## config.mk

```make
export PLATFORM = sky130hd
export DESIGN_NAME = slot_table_with_id_lookup_top
export DESIGN_NICKNAME = d
export VERILOG_FILES = /design/src/hdl/stl_pkg.sv /design/src/hdl/slot_table_with_id_lookup_top.sv /design/src/hdl/stl_ram.sv
export SDC_FILE = /design/constraint.sdc
export NUM_CORES = 2
export LEC_CHECK = 0
export ABC_AREA = 1
export BUFFER_PORTS_ARGS = -buffer_cell sky130_fd_sc_hd__buf_2
export CORE_ASPECT_RATIO = 0.6
export CORE_UTILIZATION = 35
export DETAILED_ROUTE_END_ITERATION = 16
export PLACE_DENSITY_LB_ADDON = 0.2
export SLEW_MARGIN = 20
export SYNTH_ARGS = -nofsm -noshare
export SYNTH_HDL_FRONTEND = slang
export SYNTH_SLANG_ARGS = --single-unit
```

## constraint.sdc

```tcl
create_clock -name i_clk -period 7.02 [get_ports i_clk]
set_input_delay 0.702 -clock i_clk [delete_from_list [all_inputs] [get_ports i_clk]]
set_output_delay 0.702 -clock i_clk [all_outputs]
set_load 0.01 [all_outputs]
```

## src/hdl/stl_pkg.sv

```systemverilog
`default_nettype none

package stl_pkg;

    localparam int ID_W   = 31;
    localparam int SLOT_W = 6;

    localparam logic [ID_W-1:0] ID_MAX = {ID_W{1'b1}};

    typedef enum logic [2:0] {
        CMD_CLEAR       = 3'd0,
        CMD_INSERT      = 3'd1,
        CMD_FIND_ID     = 3'd2,
        CMD_FIND_AUTHOR = 3'd3,
        CMD_DELETE      = 3'd4,
        CMD_SET_AUTHOR  = 3'd5
    } t_cmd;

    typedef enum logic [1:0] {
        ST_OK        = 2'd0,
        ST_NOT_FOUND = 2'd1,
        ST_FULL      = 2'd2,
        ST_EXHAUSTED = 2'd3
    } t_status;

    typedef enum logic [1:0] {
        S_SWEEP,
        S_IDLE,
        S_SCAN,
        S_DONE
    } t_state;

    typedef struct packed {
        logic [2:0]      command;
        logic [ID_W-1:0] key;
        logic [ID_W-1:0] new_author;
    } t_in;

    typedef struct packed {
        logic [1:0]        status;
        logic [SLOT_W-1:0] slot;
        logic [ID_W-1:0]   entry_id;
        logic [ID_W-1:0]   entry_author;
    } t_out;

    typedef struct packed {
        logic            valid;
        logic [ID_W-1:0] id;
        logic [ID_W-1:0] author;
    } t_entry;

    typedef struct packed {
        logic            en;
        stl_pkg::t_entry data;
    } t_wr_ctl;

endpackage

`default_nettype wire

```

## src/hdl/slot_table_with_id_lookup_top.sv

```systemverilog
// from acceptance to o_out_valid: clear runs the whole sweep, delete scans every slot,
// an undefined command goes straight to the result; insert, find and set author stop
// at the first hit or at the table's end, one slot compared per cycle through one read port
// throughput: one command at a time, ready low until its result is registered
// reset: a clearing sweep marks every slot empty, ready low meanwhile
// reset also sets id_start and the id counter to zero; config writes are taken always
`default_nettype none

module slot_table_with_id_lookup_top #(
    parameter int SLOTS = 64
) (
    input  wire logic          i_clk,
    input  wire logic          i_rst_n,

    input  wire logic          i_in_valid,
    output logic               o_in_ready,
    input  wire stl_pkg::t_in  i_in,

    output logic               o_out_valid,
    input  wire logic          i_out_ready,
    output stl_pkg::t_out      o_out,

    input  wire logic          psel,
    input  wire logic          penable,
    input  wire logic          pwrite,
    input  wire logic [2:0]    paddr,
    input  wire logic [31:0]   pwdata,
    output logic [31:0]        prdata,
    output logic               pready
);

    localparam int AW = (SLOTS > 1) ? $clog2(SLOTS) : 1;
    localparam int CW = $clog2(SLOTS + 1);
    localparam int IW = stl_pkg::ID_W;
    localparam int SW = stl_pkg::SLOT_W;

    stl_pkg::t_state r_state, n_state;
    logic [CW-1:0]   r_addr, n_addr;
    logic [AW-1:0]   r_chk_addr, n_chk_addr;
    logic            r_chk_vld, n_chk_vld;
    logic            r_found, n_found;
    logic            r_clr_reply, n_clr_reply;
    logic [2:0]      r_cmd, n_cmd;
    logic [IW-1:0]   r_key, n_key;
    logic [IW-1:0]   r_new_author, n_new_author;
    logic [IW-1:0]   r_id_start;
    logic [IW-1:0]   r_id_counter, n_id_counter;
    stl_pkg::t_out   r_res, n_res;
    stl_pkg::t_out   r_out, n_out;
    logic            r_out_valid, n_out_valid;

    stl_pkg::t_wr_ctl wr;
    logic [AW-1:0]    wr_addr;
    logic             rd_en;
    stl_pkg::t_entry  rd_data;

    logic [IW-1:0] cmp_field;
    logic          hit;
    logic [IW-1:0] id_next;

    stl_ram #(
        .DEPTH (SLOTS),
        .AW    (AW)
    ) u_ram (
        .i_clk     (i_clk),
        .i_wr      (wr),
        .i_wr_addr (wr_addr),
        .i_rd_en   (rd_en),
        .i_rd_addr (r_addr[AW-1:0]),
        .o_rd_data (rd_data)
    );

    // configuration port
    assign pready = 1'b1;
    assign prdata = (paddr[2] == 1'b0) ? {1'b0, r_id_start} : 32'd0;

    always_ff @(posedge i_clk) begin
        if (!i_rst_n) begin
            r_id_start <= '0;
        end else if (psel && penable && pwrite && (paddr[2] == 1'b0)) begin
            r_id_start <= pwdata[IW-1:0];
        end
    end

    // the shared compare: id or author of the slot just read against the key
    assign cmp_field = (r_cmd == stl_pkg::CMD_FIND_AUTHOR) ? rd_data.author : rd_data.id;
    assign hit       = (r_cmd == stl_pkg::CMD_INSERT) ? !rd_data.valid
                                                      : (rd_data.valid && (cmp_field == r_key));
    assign id_next   = r_id_counter + 1'b1;

    assign o_in_ready  = (r_state == stl_pkg::S_IDLE);
    assign o_out_valid = r_out_valid;
    assign o_out       = r_out;

    always_ff @(posedge i_clk) begin
        if (!i_rst_n) begin
            r_state <= stl_pkg::S_SWEEP;
        end else begin
            r_state <= n_state;
        end
    end

    always_comb begin
        n_state      = r_state;
        n_addr       = r_addr;
        n_chk_addr   = r_chk_addr;
        n_chk_vld    = 1'b0;
        n_found      = r_found;
        n_clr_reply  = r_clr_reply;
        n_cmd        = r_cmd;
        n_key        = r_key;
        n_new_author = r_new_author;
        n_id_counter = r_id_counter;
        n_res        = r_res;
        n_out        = r_out;
        n_out_valid  = r_out_valid;
        wr           = '0;
        wr_addr      = r_chk_addr;
        rd_en        = 1'b0;

        if (r_out_valid && i_out_ready) begin
            n_out_valid = 1'b0;
        end

        case (r_state)
            stl_pkg::S_SWEEP: begin
                wr.en   = 1'b1;
                wr_addr = r_addr[AW-1:0];
                n_addr  = r_addr + 1'b1;
                if (r_addr == CW'(SLOTS - 1)) begin
                    n_state = r_clr_reply ? stl_pkg::S_DONE : stl_pkg::S_IDLE;
                end
            end

            stl_pkg::S_IDLE: begin
                if (i_in_valid) begin
                    n_cmd        = i_in.command;
                    n_key        = i_in.key;
                    n_new_author = i_in.new_author;
                    n_addr       = '0;
                    n_found      = 1'b0;
                    n_res        = '0;
                    case (i_in.command)
                        stl_pkg::CMD_CLEAR: begin
                            n_id_counter = r_id_start;
                            n_clr_reply  = 1'b1;
                            n_res.status = stl_pkg::ST_OK;
                            n_state      = stl_pkg::S_SWEEP;
                        end
                        stl_pkg::CMD_INSERT, stl_pkg::CMD_FIND_ID, stl_pkg::CMD_FIND_AUTHOR,
                        stl_pkg::CMD_DELETE, stl_pkg::CMD_SET_AUTHOR: begin
                            n_state = stl_pkg::S_SCAN;
                        end
                        default: begin
                            n_res.status = stl_pkg::ST_NOT_FOUND;
                            n_state      = stl_pkg::S_DONE;
                        end
                    endcase
                end
            end

            stl_pkg::S_SCAN: begin
                // read one slot ahead while the previous one is compared
                if (r_addr < CW'(SLOTS)) begin
                    rd_en      = 1'b1;
                    n_chk_vld  = 1'b1;
                    n_chk_addr = r_addr[AW-1:0];
                    n_addr     = r_addr + 1'b1;
                end

                if (r_chk_vld && hit) begin
                    case (r_cmd)
                        stl_pkg::CMD_INSERT: begin
                            n_state = stl_pkg::S_DONE;
                            if (r_id_counter == stl_pkg::ID_MAX) begin
                                n_res.status = stl_pkg::ST_EXHAUSTED;
                            end else begin
                                n_id_counter       = id_next;
                                wr.en              = 1'b1;
                                wr.data.valid      = 1'b1;
                                wr.data.id         = id_next;
                                n_res.status       = stl_pkg::ST_OK;
                                n_res.slot         = SW'(r_chk_addr);
                                n_res.entry_id     = id_next;
                                n_res.entry_author = '0;
                            end
                        end
                        stl_pkg::CMD_SET_AUTHOR: begin
                            wr.en              = 1'b1;
                            wr.data.valid      = 1'b1;
                            wr.data.id         = rd_data.id;
                            wr.data.author     = r_new_author;
                            n_res.status       = stl_pkg::ST_OK;
                            n_res.slot         = SW'(r_chk_addr);
                            n_res.entry_id     = rd_data.id;
                            n_res.entry_author = r_new_author;
                            n_state            = stl_pkg::S_DONE;
                        end
                        stl_pkg::CMD_DELETE: begin
                            // every matching slot goes, the lowest one is reported
                            wr.en = 1'b1;
                            if (!r_found) begin
                                n_found            = 1'b1;
                                n_res.status       = stl_pkg::ST_OK;
                                n_res.slot         = SW'(r_chk_addr);
                                n_res.entry_id     = rd_data.id;
                                n_res.entry_author = rd_data.author;
                            end
                        end
                        default: begin
                            n_res.status       = stl_pkg::ST_OK;
                            n_res.slot         = SW'(r_chk_addr);
                            n_res.entry_id     = rd_data.id;
                            n_res.entry_author = rd_data.author;
                            n_state            = stl_pkg::S_DONE;
                        end
                    endcase
                end else if (!r_chk_vld && (r_addr == CW'(SLOTS))) begin
                    // scan ran off the end
                    n_state = stl_pkg::S_DONE;
                    if (r_cmd == stl_pkg::CMD_INSERT) begin
                        n_res.status = stl_pkg::ST_FULL;
                    end else if (!r_found) begin
                        n_res.status = stl_pkg::ST_NOT_FOUND;
                    end
                end
            end

            stl_pkg::S_DONE: begin
                if (!r_out_valid || i_out_ready) begin
                    n_out       = r_res;
                    n_out_valid = 1'b1;
                    n_clr_reply = 1'b0;
                    n_state     = stl_pkg::S_IDLE;
                end
            end

            default: begin
                n_state = stl_pkg::S_IDLE;
            end
        endcase
    end

    always_ff @(posedge i_clk) begin
        if (!i_rst_n) begin
            r_addr       <= '0;
            r_chk_vld    <= 1'b0;
            r_found      <= 1'b0;
            r_clr_reply  <= 1'b0;
            r_id_counter <= '0;
            r_out_valid  <= 1'b0;
        end else begin
            r_addr       <= n_addr;
            r_chk_vld    <= n_chk_vld;
            r_found      <= n_found;
            r_clr_reply  <= n_clr_reply;
            r_id_counter <= n_id_counter;
            r_out_valid  <= n_out_valid;
        end
    end

    always_ff @(posedge i_clk) begin
        r_chk_addr   <= n_chk_addr;
        r_cmd        <= n_cmd;
        r_key        <= n_key;
        r_new_author <= n_new_author;
        r_res        <= n_res;
        r_out        <= n_out;
    end

    a_scan_bound: assert property (@(posedge i_clk) disable iff (!i_rst_n)
        (r_state == stl_pkg::S_SCAN) |-> (r_addr <= CW'(SLOTS)))
        else $error("scan address past the table");

    a_one_at_a_time: assert property (@(posedge i_clk) disable iff (!i_rst_n)
        (i_in_valid && o_in_ready) |=> !o_in_ready)
        else $error("second command taken while one is in progress");

    a_miss_zero: assert property (@(posedge i_clk) disable iff (!i_rst_n)
        (o_out_valid && (o_out.status != stl_pkg::ST_OK)) |->
        ((o_out.slot == '0) && (o_out.entry_id == '0) && (o_out.entry_author == '0)))
        else $error("failed command reports slot data");

    a_sweep_no_read: assert property (@(posedge i_clk) disable iff (!i_rst_n)
        (r_state == stl_pkg::S_SWEEP) |-> (wr.en && !rd_en && !o_in_ready))
        else $error("clearing sweep not exclusive");

endmodule

`default_nettype wire

```

## src/hdl/stl_ram.sv

```systemverilog
`default_nettype none

module stl_ram #(
    parameter int DEPTH = 64,
    parameter int AW    = 6
) (
    input  wire logic            i_clk,
    input  wire stl_pkg::t_wr_ctl i_wr,
    input  wire logic [AW-1:0]   i_wr_addr,
    input  wire logic            i_rd_en,
    input  wire logic [AW-1:0]   i_rd_addr,
    output stl_pkg::t_entry      o_rd_data
);

    stl_pkg::t_entry r_mem [DEPTH];
    stl_pkg::t_entry r_rd_data;

    always_ff @(posedge i_clk) begin
        if (i_wr.en) begin
            r_mem[i_wr_addr] <= i_wr.data;
        end
    end

    always_ff @(posedge i_clk) begin
        if (i_rd_en) begin
            r_rd_data <= r_mem[i_rd_addr];
        end
    end

    assign o_rd_data = r_rd_data;

endmodule

`default_nettype wire

```

## Word-level counts from Yosys, hierarchy flattened

Memory sizes are Yosys's and may differ from the RTL's. A register that Yosys moved wholly into a read port is not among the register bits.
Index checks and enable logic that the tools add are counted.

| word-level totals | value |
|---|---|
| register bits | 286 |
| RAM bits | 4032 |
| output and inout port bits | 105 |
| memories | 1 |

| cells by class | value |
|---|---|
| add/subtract/negate cells | 2 |
| $lt $le $gt $ge | 1 |
| equality and inequality tests | 31 |
| multiplexer cells | 56 |
| bitwise gates (word level) | 1 |
| reductions and logical operators | 29 |

Memory list:

| memory | words | width | rd ports | clocked after Yosys merged registers in | write ports | line | source |
|---|---|---|---|---|---|---|---|
| u_ram.r_mem | 64 | 63 | 1 | 1 | 1 | stl_ram.sv:15 | `stl_pkg::t_entry r_mem [DEPTH];` |

Operator list:

| cell | count |
|---|---|
| 2-to-1 mux 31 bit | 8 |
| one-hot mux 70 bit (3 select lines) | 1 |
| 2-to-1 mux 70 bit | 2 |
| one-hot mux 70 bit (2 select lines) | 1 |
| 2-to-1 mux 68 bit | 2 |
| 2-to-1 mux 64 bit | 1 |
| one-hot mux 32 bit (2 select lines) | 1 |
| 2-to-1 mux 63 bit | 1 |
| one-hot mux 31 bit (2 select lines) | 1 |
| 2-to-1 mux 33 bit | 1 |
| adder 31 x 1 -> 31 bit, second input constant | 1 |
| == test 31 bit | 1 |
| == test 31 bit, second input constant | 1 |
| 2-to-1 mux 2 bit | 12 |
| one-hot mux 7 bit (3 select lines) | 1 |
| 2-to-1 mux 1 bit | 15 |
| AND reduction 5 bit | 3 |
| 2-to-1 mux 7 bit | 2 |
| inequality test 2 bit, second input constant | 7 |
| == test 3 bit, second input constant | 4 |
| inequality test 3 bit, second input constant | 4 |
| == test 3 x 2 -> 1 bit, second input constant | 3 |
| inequality test 4 bit, second input constant | 2 |
| one-hot mux 1 bit (2 select lines) | 4 |
| 26 further kinds | 41 |

## Logic depth before layout (Yosys ltp)

| depth | value |
|---|---|
| word-level depth | 10 |
| mapped depth | 21 |
| mapped depth without buffers | 19 |

## Cells and area by module

From an unflattened synthesis, not the netlist that was laid out.

| second synthesis, totals | value |
|---|---|
| cells, all modules | 14756 |
| area total of the unflattened synthesis | 176815.8 um2 |

Modules (own cells, without submodules):

| module | times used | cells an instance | area an instance (um2) | sequential area each (um2) |
|---|---|---|---|---|
| stl_ram | 1 | 13194 | 163301.6 | 122967.9 |
| slot_table_with_id_lookup_top | 1 | 1562 | 13514.2 | 7837.5 |

## Least setup slack after synthesis

Ideal clock, no wire load.

| timing | value |
|---|---|
| kind | register to register |
| start | register r_state[0] |
| end | register r_res[0] in the netlist's numbering (enable) |
| setup time | 494 ps |
| data arrival time | 6946 ps |
| setup slack | -420 ps |
| stages on the path, launching flop included | 9 |
| path buffers | 0 |
| cell sequence | dfxtp_1 > inv_1 > nor2_1 > inv_1 > nor2_1 > inv_1 > nand2_1 > nand2_1 > nor2_1 |

| on the way | value |
|---|---|
| word-level cells in the longest chain between the ends | 3 |
| elaborated cells between the ends (all ways) | 8 |

Ends and longest elaborated chain:

| item | line | source |
|---|---|---|
| from (decl) | slot_table_with_id_lookup_top.sv:37 | `stl_pkg::t_state r_state, n_state;` |
| from (signal assigned) | slot_table_with_id_lookup_top.sv:97 | `r_state <= stl_pkg::S_SWEEP;` |
| from (signal assigned) | slot_table_with_id_lookup_top.sv:99 | `r_state <= n_state;` |
| == test 2 x 1 -> 1 bit * | - |  |
| named net o_in_ready | slot_table_with_id_lookup_top.sv:16 | `output logic o_in_ready,` |
| inequality test 2 bit (no line) or nonzero test 2 bit (tied branches) | - |  |
| AND reduction 5 bit (no line) * | - |  |
| to (signal assigned) | slot_table_with_id_lookup_top.sv:267 | `r_res <= n_res;` |
| to (decl) | slot_table_with_id_lookup_top.sv:48 | `stl_pkg::t_out r_res, n_res;` |

Mark *: on every way through the listed nets, which the timed path passes. The rest lies on a longest branch.
A chain may end at the register's enable or synchronous reset.

==> impl_metrics.tcl <==
set metrics [dict create \
    run_status "complete, no violations" \
    max-slew-margin-rel 0.165 \
    firstDrtPassIters 8 \
    yosysWarnings 0 \
    ant_nets 0 \
    path_clk_slew_ps 70 \
    reg2reg_slack_ps 1360 \
    clock_latency_ps 990 \
    drt-initial-drc-count 17200 \
    area_growth_syn_to_layout_pct 14.4 \
    die_w_um 904 \
    tritoncts "built" \
    rsz0062_at_grt "no" \
    antenna_found_initial 44 \
    io_pins 212 \
    synth_simple_gate_area_frac 0.0835 \
    ff2ff_path_depth 17 \
    cts_inserted_buffers 396 \
    cellPowerDensity_mw_per_mm2 368 \
    internal_power_uw 47000 \
    core_area_sq_mm 0.486 \
    multi_input_area_sq_mm 0.0370 \
    dieArea_sq_mm 0.491 \
    layout_common_cells "edfxtp_1 (4306), nor2_1 (2215), o21ai_0 (2189)" \
    drt-total-wl_mm 616 \
    initial_core_util 0.352 \
    fmax_mhz 177 \
    whs_path_depth 4 \
    grt_pass1_wl_mm 851 \
    die_height_um 543 \
    clock_path_buffers 4 \
    place_hpwl_mm 356 \
    synth-seq-cells 4381 \
    cts_resized 0 \
    dpl_worst_slack_ps 1540 \
    final_common_cell "edfxtp_1" \
    synthXorXnorAreaFrac 0.000564 \
    crit_path_frequent_cell "nand2_1" \
    cp-start-kind "register" \
    fillerInstances 45400 \
    finalHoldViolCount 0 \
    post-route-drc-count 0 \
    slowest_delay_ps 900 \
    setup_viol 0 \
    worstSetupPathType "reg2reg" \
    drt-vias-per-instance 5.71 \
    pwr-share-seq 0.439 \
    cts_root_buf "clkbuf_16" \
    grt_usage 0.241 \
    peakVddDrop_mv 0.311 \
    required_ps 7780 \
    p_leak_uw 0.0557 \
    nNetsFinal 13100 \
    syn_inst 12800 \
    synth_top_family_by_area "compound AO/OA/AOI/OAI gates" \
    path_cells "inv_2 -> nand3_2 -> nand2_1 -> nand3_1 -> nand2_1 -> nand3_1 -> nor2_1 -> nand2_1 -> nor2_1 -> nand2_1 -> nand2_1 -> nand2_2 -> inv_2 -> nand2_4 -> buf_4 -> nor2_4 -> buf_4" \
    p_sw_frac 0.347 \
    grt_pass1_vias 103000 \
    cts-htree-levels 5 \
    grt_overflow 0 \
    postSynthAreaPerCell_sq_um 13.3 \
    drv_slew 0 \
    post-route-period-util 0.806 \
    synthDistinctLibCells 54 \
    tightest_slew_ps 1250 \
    crit_slowest_cell "nor2_4" \
    io_buffers 206 \
    syn_nets 12900 \
    numClockSinks 4381 \
    synthMuxAreaShare 0 \
    setup_tns_ps 0 \
    regArea_sq_mm 0.131 \
    num_vias 113000 \
    netlist_area_sq_mm 0.171 \
    layout-drive-gt1-share 0.103 \
    clkPwrFrac 0.306 \
    critical_path.max_fanout 33 \
    grt_max_degree 154 \
    place.gp.congestion 0.935 \
    setup_ws_ps 1360 \
    cap_violations 0 \
    synthAdderAreaFrac 0.000220 \
    fin_skew_ps 90.9 \
    post-cts-setup-buffers 0 \
    synth_compound_area_frac 0.125 \
    switchingPower_uw 25000 \
    ys.flop_type "edfxtp_1" \
    wire_per_inst_um 31.1 \
    synth_edf_count 4306 \
    worst_hold_path_type "in2reg" \
    synth-async-reset-ratio 0 \
    p_comb_frac 0.255 \
    critPathArrivalTime_ps 6410 \
    crit_path_end_kind "register" \
    rows 198 \
    period_needed_ps 5660 \
    ys_seq_area_frac 0.765 \
]
[cells in the mapped netlist, types with 11 or more instances]
cell type  count  area share
inv_1        171      0.0038
buf_2         81      0.0024
a221oi_1      22      0.0011
dfxtp_1       75      0.0088
o21ai_0     2193       0.064
nand2_1      853       0.019
nor3_1        32     0.00094
nand3_1      264      0.0077
nand4_1       65      0.0024
edfxtp_1    4306        0.76
o221ai_1     299       0.015
a21oi_1      246      0.0072
or2_2         11     0.00040
o22ai_1      672       0.025
a22o_1        20      0.0010
clkbuf_1     786       0.017
a31o_2        20      0.0010
buf_1         32     0.00070
o211ai_1     150      0.0066
a31oi_1       70      0.0026
nand3b_1      13     0.00057
xor2_1        11     0.00056
nor2_1      2328       0.051
[power by group through the flow]
| stage | combinational (uW) | clock, uW | sequential (uW) |
|---|---|---|---|
| after global placement | 18000 | 0 | 32100 |
| after CTS | 18100 | 22300 | 31600 |
| after detailed placement | 18000 | 0 | 32200 |
| after floorplan | 9880 | 0 | 32000 |
| after global routing | 19500 | 23300 | 31800 |
| final | 18400 | 22100 | 31600 |
[layout make-up]
type / count / share of cell area
multi-input cells: 7340 / 0.189
well taps: 6500 / 0.0416
clock buffers: 495 / 0.0537
diodes: 17 / 0.000217
inverters: 191 / 0.00393
repair buffers: 692 / 0.0316
flip-flops and latches: 4381 / 0.669
clock inverters: 222 / 0.0109
[path summary, 6_finish.rpt]
check / from / endpoint
worst max register to register: r_cmd[2] / u_ram.r_mem[20][7]
worst min register to register: r_res[47] / o_out[47]
worst max-delay path: r_cmd[2] / u_ram.r_mem[20][7]
worst min-delay path: i_out_ready / o_out_valid
[flip-flops by register name, summed over array words and instances, names as in the netlist]
register / count
r_new_author: 31
r_chk_addr: 6
r_addr: 7
o_out: 70
r_clr_reply: 1
r_state: 2
o_out_valid: 1
r_id_start: 31
r_found: 1
r_cmd: 3
u_ram.o_rd_data: 63
r_chk_vld: 1
r_key: 31
r_res: 70
u_ram.r_mem: 4032
r_id_counter: 31
[worst max-delay path: cells and delay by family (launching register included)]
kind	cells	cell delay (ps)
and+or+nand+nor	13	3460
buffers and inverters	4	1410
DFF	1	410
[metrics by stage]
step           instance area, sq um  utilization  hold slack [ps]  instances  total power [uW]
2_1_floorplan                171000            -              400      12800             41900
5_1_grt                      196000        0.403              124      19800             74500
4_1_cts                      195000        0.403             73.5      19800             72000
3_5_place_dp                 182000        0.375              405      19000             50200
3_3_place_gp                 182000        0.374              403      19000             50200
6_report                     196000        0.403              146      19800             72100
[cell families (layout without fill, tap and decap cells)]
group / Yosys count / in the layout
buffers and inverters: 1100 / 1600
xor gates and xnor gates: 11 / 11
AOI/OAI and AO/OA: 3727 / 3727
adders and majority gates: 3 / 3
DFF: 4381 / 4381
and+or+nand+nor: 3597 / 3597
other: 2 / 19
[repair_timing]
action | 4_1_cts | 5_1_grt
endpoints found under the setup margin | 0 | 0
endpoints found under the hold margin | 96 | 0
hold buffers | 96 | 0
[routing by layer]
metal	share of wire	track usage
met1	0.45	0.376
met2	0.41	0.339
met3	0.10	0.0485
met4	0.029	0.0665
met5	0.00011	0
Power figures use the tool's default switching activity.
